### src/rtl/core/rdrp_pkg.sv
// ----------------------------------------------------------------------------
// rdrp_pkg
// Shared codes, constants and a helper function for the reuse distance replacement policy.
// ----------------------------------------------------------------------------
package rdrp_pkg;

    // Command codes
    localparam logic CMD_VICTIM = 1'b0;
    localparam logic CMD_RECORD = 1'b1;

    // Fixed port field widths
    localparam int SET_IN_W = 6;
    localparam int WAY_IN_W = 4;
    localparam int VICTIM_W = 4;

    // Hit epoch of 32 hits, aging every 8 misses, estimate is sum >> 4
    localparam int HIT_CNT_W  = 5;
    localparam int MISS_CNT_W = 3;
    localparam int EST_SHIFT  = 4;

    // Priority field: at most 8 + 1 + 1
    localparam int PRIO_W = 4;
    localparam logic [PRIO_W-1:0] PRIO_NEAR = 4'd8;
    localparam logic [PRIO_W-1:0] PRIO_PAD  = 4'hF;

    // Address width of a memory of the given depth (at least one bit)
    function automatic int f_addr_w(input int depth);
        int w;
        w = 1;
        while ((1 << w) < depth) begin
            w = w + 1;
        end
        return w;
    endfunction

endpackage

### src/rtl/core/rdrp_ram.sv
// ----------------------------------------------------------------------------
// rdrp_ram
// Generic single-port-write, single-port-read RAM with registered read data.
// ----------------------------------------------------------------------------
module rdrp_ram #(
    parameter int WIDTH = 8,
    parameter int DEPTH = 64
) (
    input  logic                                 i_clk,
    input  logic                                 i_we,
    input  logic [rdrp_pkg::f_addr_w(DEPTH)-1:0] i_waddr,
    input  logic [WIDTH-1:0]                     i_wdata,
    input  logic [rdrp_pkg::f_addr_w(DEPTH)-1:0] i_raddr,
    output logic [WIDTH-1:0]                     o_rdata
);

    logic [WIDTH-1:0] r_mem [DEPTH];
    logic [WIDTH-1:0] r_rdata;

    // Write port and registered read port
    always_ff @(posedge i_clk) begin
        if (i_we) begin
            r_mem[i_waddr] <= i_wdata;
        end
        r_rdata <= r_mem[i_raddr];
    end

    assign o_rdata = r_rdata;

endmodule

### config.mk
export PLATFORM = sky130hd
export DESIGN_NAME = rdrp_ram
export DESIGN_NICKNAME = d
export VERILOG_FILES = /design/src/rtl/core/rdrp_pkg.sv /design/src/rtl/core/rdrp_ram.sv
export SDC_FILE = /design/constraint.sdc
export NUM_CORES = 1
export LEC_CHECK = 0
export BUFFER_PORTS_ARGS = -buffer_cell sky130_fd_sc_hd__buf_2
export CORE_UTILIZATION = 65
export CTS_BUF_LIST = sky130_fd_sc_hd__clkbuf_2 sky130_fd_sc_hd__clkbuf_4 sky130_fd_sc_hd__clkbuf_8
export CTS_CLUSTER_DIAMETER = 60
export DETAILED_ROUTE_END_ITERATION = 12
export GPL_TIMING_DRIVEN = 0
export PLACE_DENSITY = 0.85
export SYNTH_ARGS = -nofsm -noshare
export SYNTH_HDL_FRONTEND = slang
export SYNTH_SLANG_ARGS = --single-unit
### constraint.sdc
create_clock -name i_clk -period 2 [get_ports i_clk]
set_input_delay 0.1 -clock i_clk [delete_from_list [all_inputs] [get_ports i_clk]]
set_output_delay 0.1 -clock i_clk [all_outputs]
set_load 0.03 [all_outputs]
# [After elaboration in Yosys (flattened, before gate mapping)]
# Memories as Yosys holds them, arrays and structs flattened. A register that Yosys moved wholly into a read port is not among the register bits.
# Index checks and enable logic that the tools add are counted.
[word_totals] regBits=0 ramBits=512 out_inout_bits=8 mem_count=1
[mem_list] memory="r_mem" depth=64 word_bits=8 rd=1 rd_clocked_by_memory_dff=1 write_ports=1 line_no="rdrp_ram.sv:17" source="logic [WIDTH-1:0] r_mem [DEPTH];"
[classes] mux=2
[op_table] operator="$mux 1" n=2

# [Logic depth before layout (Yosys ltp)]
[logic_depth] word_depth=2 mapped_depth=9 depth_no_buf=5

# [Least setup slack after synthesis]
# Ideal clock, no wire load.
[synth_timing] kind="in2reg" start="input i_raddr[1] (netlist name)" end="register r_rdata[3], in the netlist o_rdata[3], read port of r_mem" t_arrival_ps=1640 required_ps=1872 slack_ps=232 path_stages=7 n_path_buf=3 cell_sequence="buf_4 > buf_2 > buf_2 > mux4_2 > mux4_2 > o21ai_1 > o41ai_1"
[synth_rtl] item="start: declaration" line_no="rdrp_ram.sv:13" source="input logic [rdrp_pkg::f_addr_w(DEPTH)-1:0] i_raddr,"
[synth_rtl] item="end: declaration" line_no="rdrp_ram.sv:18" source="logic [WIDTH-1:0] r_rdata;"

==> qor.csv <==
stage,metric,value,unit
clocking,clk_pin_slew,0.06,ns
run_status,status,finished with violations,
die,ioPinCount,30,
flow_run,drv_cap,0,
timing,setup_tns,-0.0500,ns
timing,setup_viol,1,
clocking,h-tree-depth,3,
die,dieArea,31700,sq um
die,start_util,0.659,
grt,grt_use_total,0.308,
final_layout,fin_area,22400,sq um
drt,dr_total_vias,10400,
timing,slew_violations,0,
synth,synth_edf_count,512,
drt,viasPerCell,6.96,
power_and_ir_drop,p_total,22.0,mW
clocking,clock_sinks,520,
synth,netlist_area,20200,sq um
final_layout,area_growth,11.2,%
synth,yosysWarnings,0,
final_layout,drive_above_1_share,0.301,
synth,syn-instance-count,940,
place,pre_cts_ws,-0.888,ns
timing,tightest_slew,1.29,ns
final_layout,diodes,0,
critical_path,crit_type,flop to flop,
die,die_y,178,um
drt,ant_nets,0,
grt,antenna_found_initial,0,
critical_path,critPathRequiredTime,2.46,ns
place,io_buffer_count,21,
clocking,clk_latency,0.62,ns
timing,rsz0062_at_grt,true,
synth,synthesis.nets,962,
drt,drt_iter0_drc,1625,
die,placementRows,64,
drt,dr.pass1.iters,6,
drt,wl_per_cell,31.5,um
synth,synthFlopType,edfxtp_1,
clocking,postCtsSetupRepairBufs,0,
drt,drc,0,
critical_path,worstPathMaxFanout,1,
place,gp_congestion,0.934,
timing,hold_viol_final,0,
power_and_ir_drop,p_leak,7.06,nW
grt,grt_pass1_vias,10200,
timing,skew,0.0238,ns
timing,fin_crit_sh,1.03,
grt,grt_overflow,0,
synth,ys_types,40,
critical_path,reg2reg_setup_slack,-0.05,ns
synth,syn_avg_cell_area,21.5,sq um
power_and_ir_drop,ir_worst_vdd,0.601,mV
place,placed_area,20800,sq um
timing,max_freq,0.488,GHz
place,hpwlAfterDp,28600,um
drt,routed_wl,47100,um
clocking,numCtsBuffers,78,
critical_path,cp-start-kind,flop,
critical_path,critical_path_arrival,2.51,ns
timing,hold_ws,0.157,ns
grt,grt_pass1_wl,67300,um
die,chipWidth,178,um
timing,layout_setup_ws,-0.0500,ns
clocking,ctsRootBufferMaster,clkbuf_8,
die,coreArea,30600,sq um
synth,synthArstFlopShare,0,
critical_path,worstSetupEndpointType,flop,
clocking,cts_tree,yes,
run_status,violations,setup timing,
synth,seq_area_frac_synth,0.770,
power_and_ir_drop,p_per_area,982,nW/um^2
final_layout,nets,1064,
synth,ys_ff_latch,520,
clocking,clock_path_buffers,3,
timing,slew-limit-headroom,0.139,
grt,grt_max_degree,65,
timing,period_minus_slack,2.05,ns
hold_path,hp-class,input pin to flop,
==> flip-flops by register name, summed over array words and instances (netlist names) <==
name,flops
o_rdata,8
r_mem,512
==> Yosys cell counts, types with 4 or more instances <==
| master | count | area [sq um] |
|---|---|---|
| a221oi_1 | 6 | 52.6 |
| nor2b_1 | 14 | 87.6 |
| buf_6 | 4 | 45.0 |
| edfxtp_1 | 512 | 15400 |
| o22ai_1 | 8 | 50.1 |
| nand2b_1 | 7 | 43.8 |
| buf_1 | 4 | 15.0 |
| dfxtp_1 | 8 | 160 |
| o221ai_1 | 8 | 70.1 |
| nor2_1 | 83 | 312 |
| mux4_2 | 126 | 2840 |
| nand3_1 | 13 | 65.1 |
| mux2i_1 | 23 | 230 |
| a211oi_1 | 4 | 30.0 |
| mux2_2 | 13 | 146 |
| nor3_1 | 7 | 35.0 |
| buf_2 | 11 | 55.1 |
| buf_4 | 13 | 97.6 |
| nand2_1 | 19 | 71.3 |
| clkbuf_1 | 17 | 63.8 |
==> power breakdown <==
group,internal [mW],leakage (nW),switching [mW]
registers,12.1,4.67,0.0232
clock network,4.60,0.816,4.06
logic,0.440,1.57,0.813
total,17.1,7.06,4.90
==> worst paths after layout <==
check                     from  cells past startpoint            to
setup reg to reg   r_mem[1][3]                      4    o_rdata[3]
hold reg to reg   r_mem[35][1]                      4    o_rdata[1]
setup / recovery   r_mem[1][3]                      4    o_rdata[3]
hold / removal      i_waddr[2]                      3  r_mem[55][1]
==> metal layers <==
metal	vias up	track usage	part of all wire
met5	-	0	0
met4	0	0.122	0.037
met3	129	0.0812	0.13
met2	892	0.468	0.47
met1	5248	0.435	0.36
li1	4141	-	-
==> through the flow <==
| step | utilization | std cells |
|---|---|---|
| 5_1_grt | 0.733 | 1496 |
| 6_report | 0.733 | 1496 |
| 3_5_place_dp | 0.679 | 1357 |
| 3_3_place_gp | 0.679 | 1357 |
| 4_1_cts | 0.731 | 1496 |
| 2_1_floorplan | - | 940 |
==> cells by family (layout without fill, tap and decap cells) <==
kind of cell,Yosys count,in the layout,share of synthesized area
DFF,520,520,0.770
AOI/OAI and AO/OA,54,54,0.0207
and+or+nand+nor,153,153,0.0339
buffers and inverters,51,211,0.0157
muxes,162,162,0.159
==> cell usage in the layout, fill, tap and decap left out, drive strengths merged, types with 4 or more instances in the layout <==
cell	count
o22ai	8
nor3	7
mux4	126
mux2	13
o21ai	4
nand2	19
edfxtp	512
a221oi	6
nor2	83
buf	53
nand3	13
dfxtp	8
nand2b	7
clkinv	21
clkbuf	127
mux2i	23
o221ai	8
inv	5
a211oi	4
nor2b	14
==> layout make-up <==
| cell class | count | area [sq um] |
|---|---|---|
| flip-flops and latches | 520 | 15500 |
| fillers | 1631 | 8170 |
| multi-input cells | 369 | 4400 |
| clock buffers | 109 | 1340 |
| well taps | 396 | 495 |
| plain buffers | 51 | 329 |
| clock inverters | 29 | 200 |
| repair buffers | 22 | 115 |
==> repair_timing <==
| action | 4_1_cts | 5_1_grt |
|---|---|---|
| endpoints found under the hold margin | 3 | 0 |
| pin swaps | 0 | 1 |
| hold buffers | 1 | 0 |
| resized for setup | 15 | 8 |
| endpoints found under the setup margin | 7 | 6 |
==> worst max-delay path, stage by stage (launching register included) <==
cell and delay [ns]:
edfxtp_1 0.37, mux4_2 0.49, nor2b_1 0.17, a2111oi_1 0.65, o41ai_2 0.22
Power figures use the tool's default switching activity.
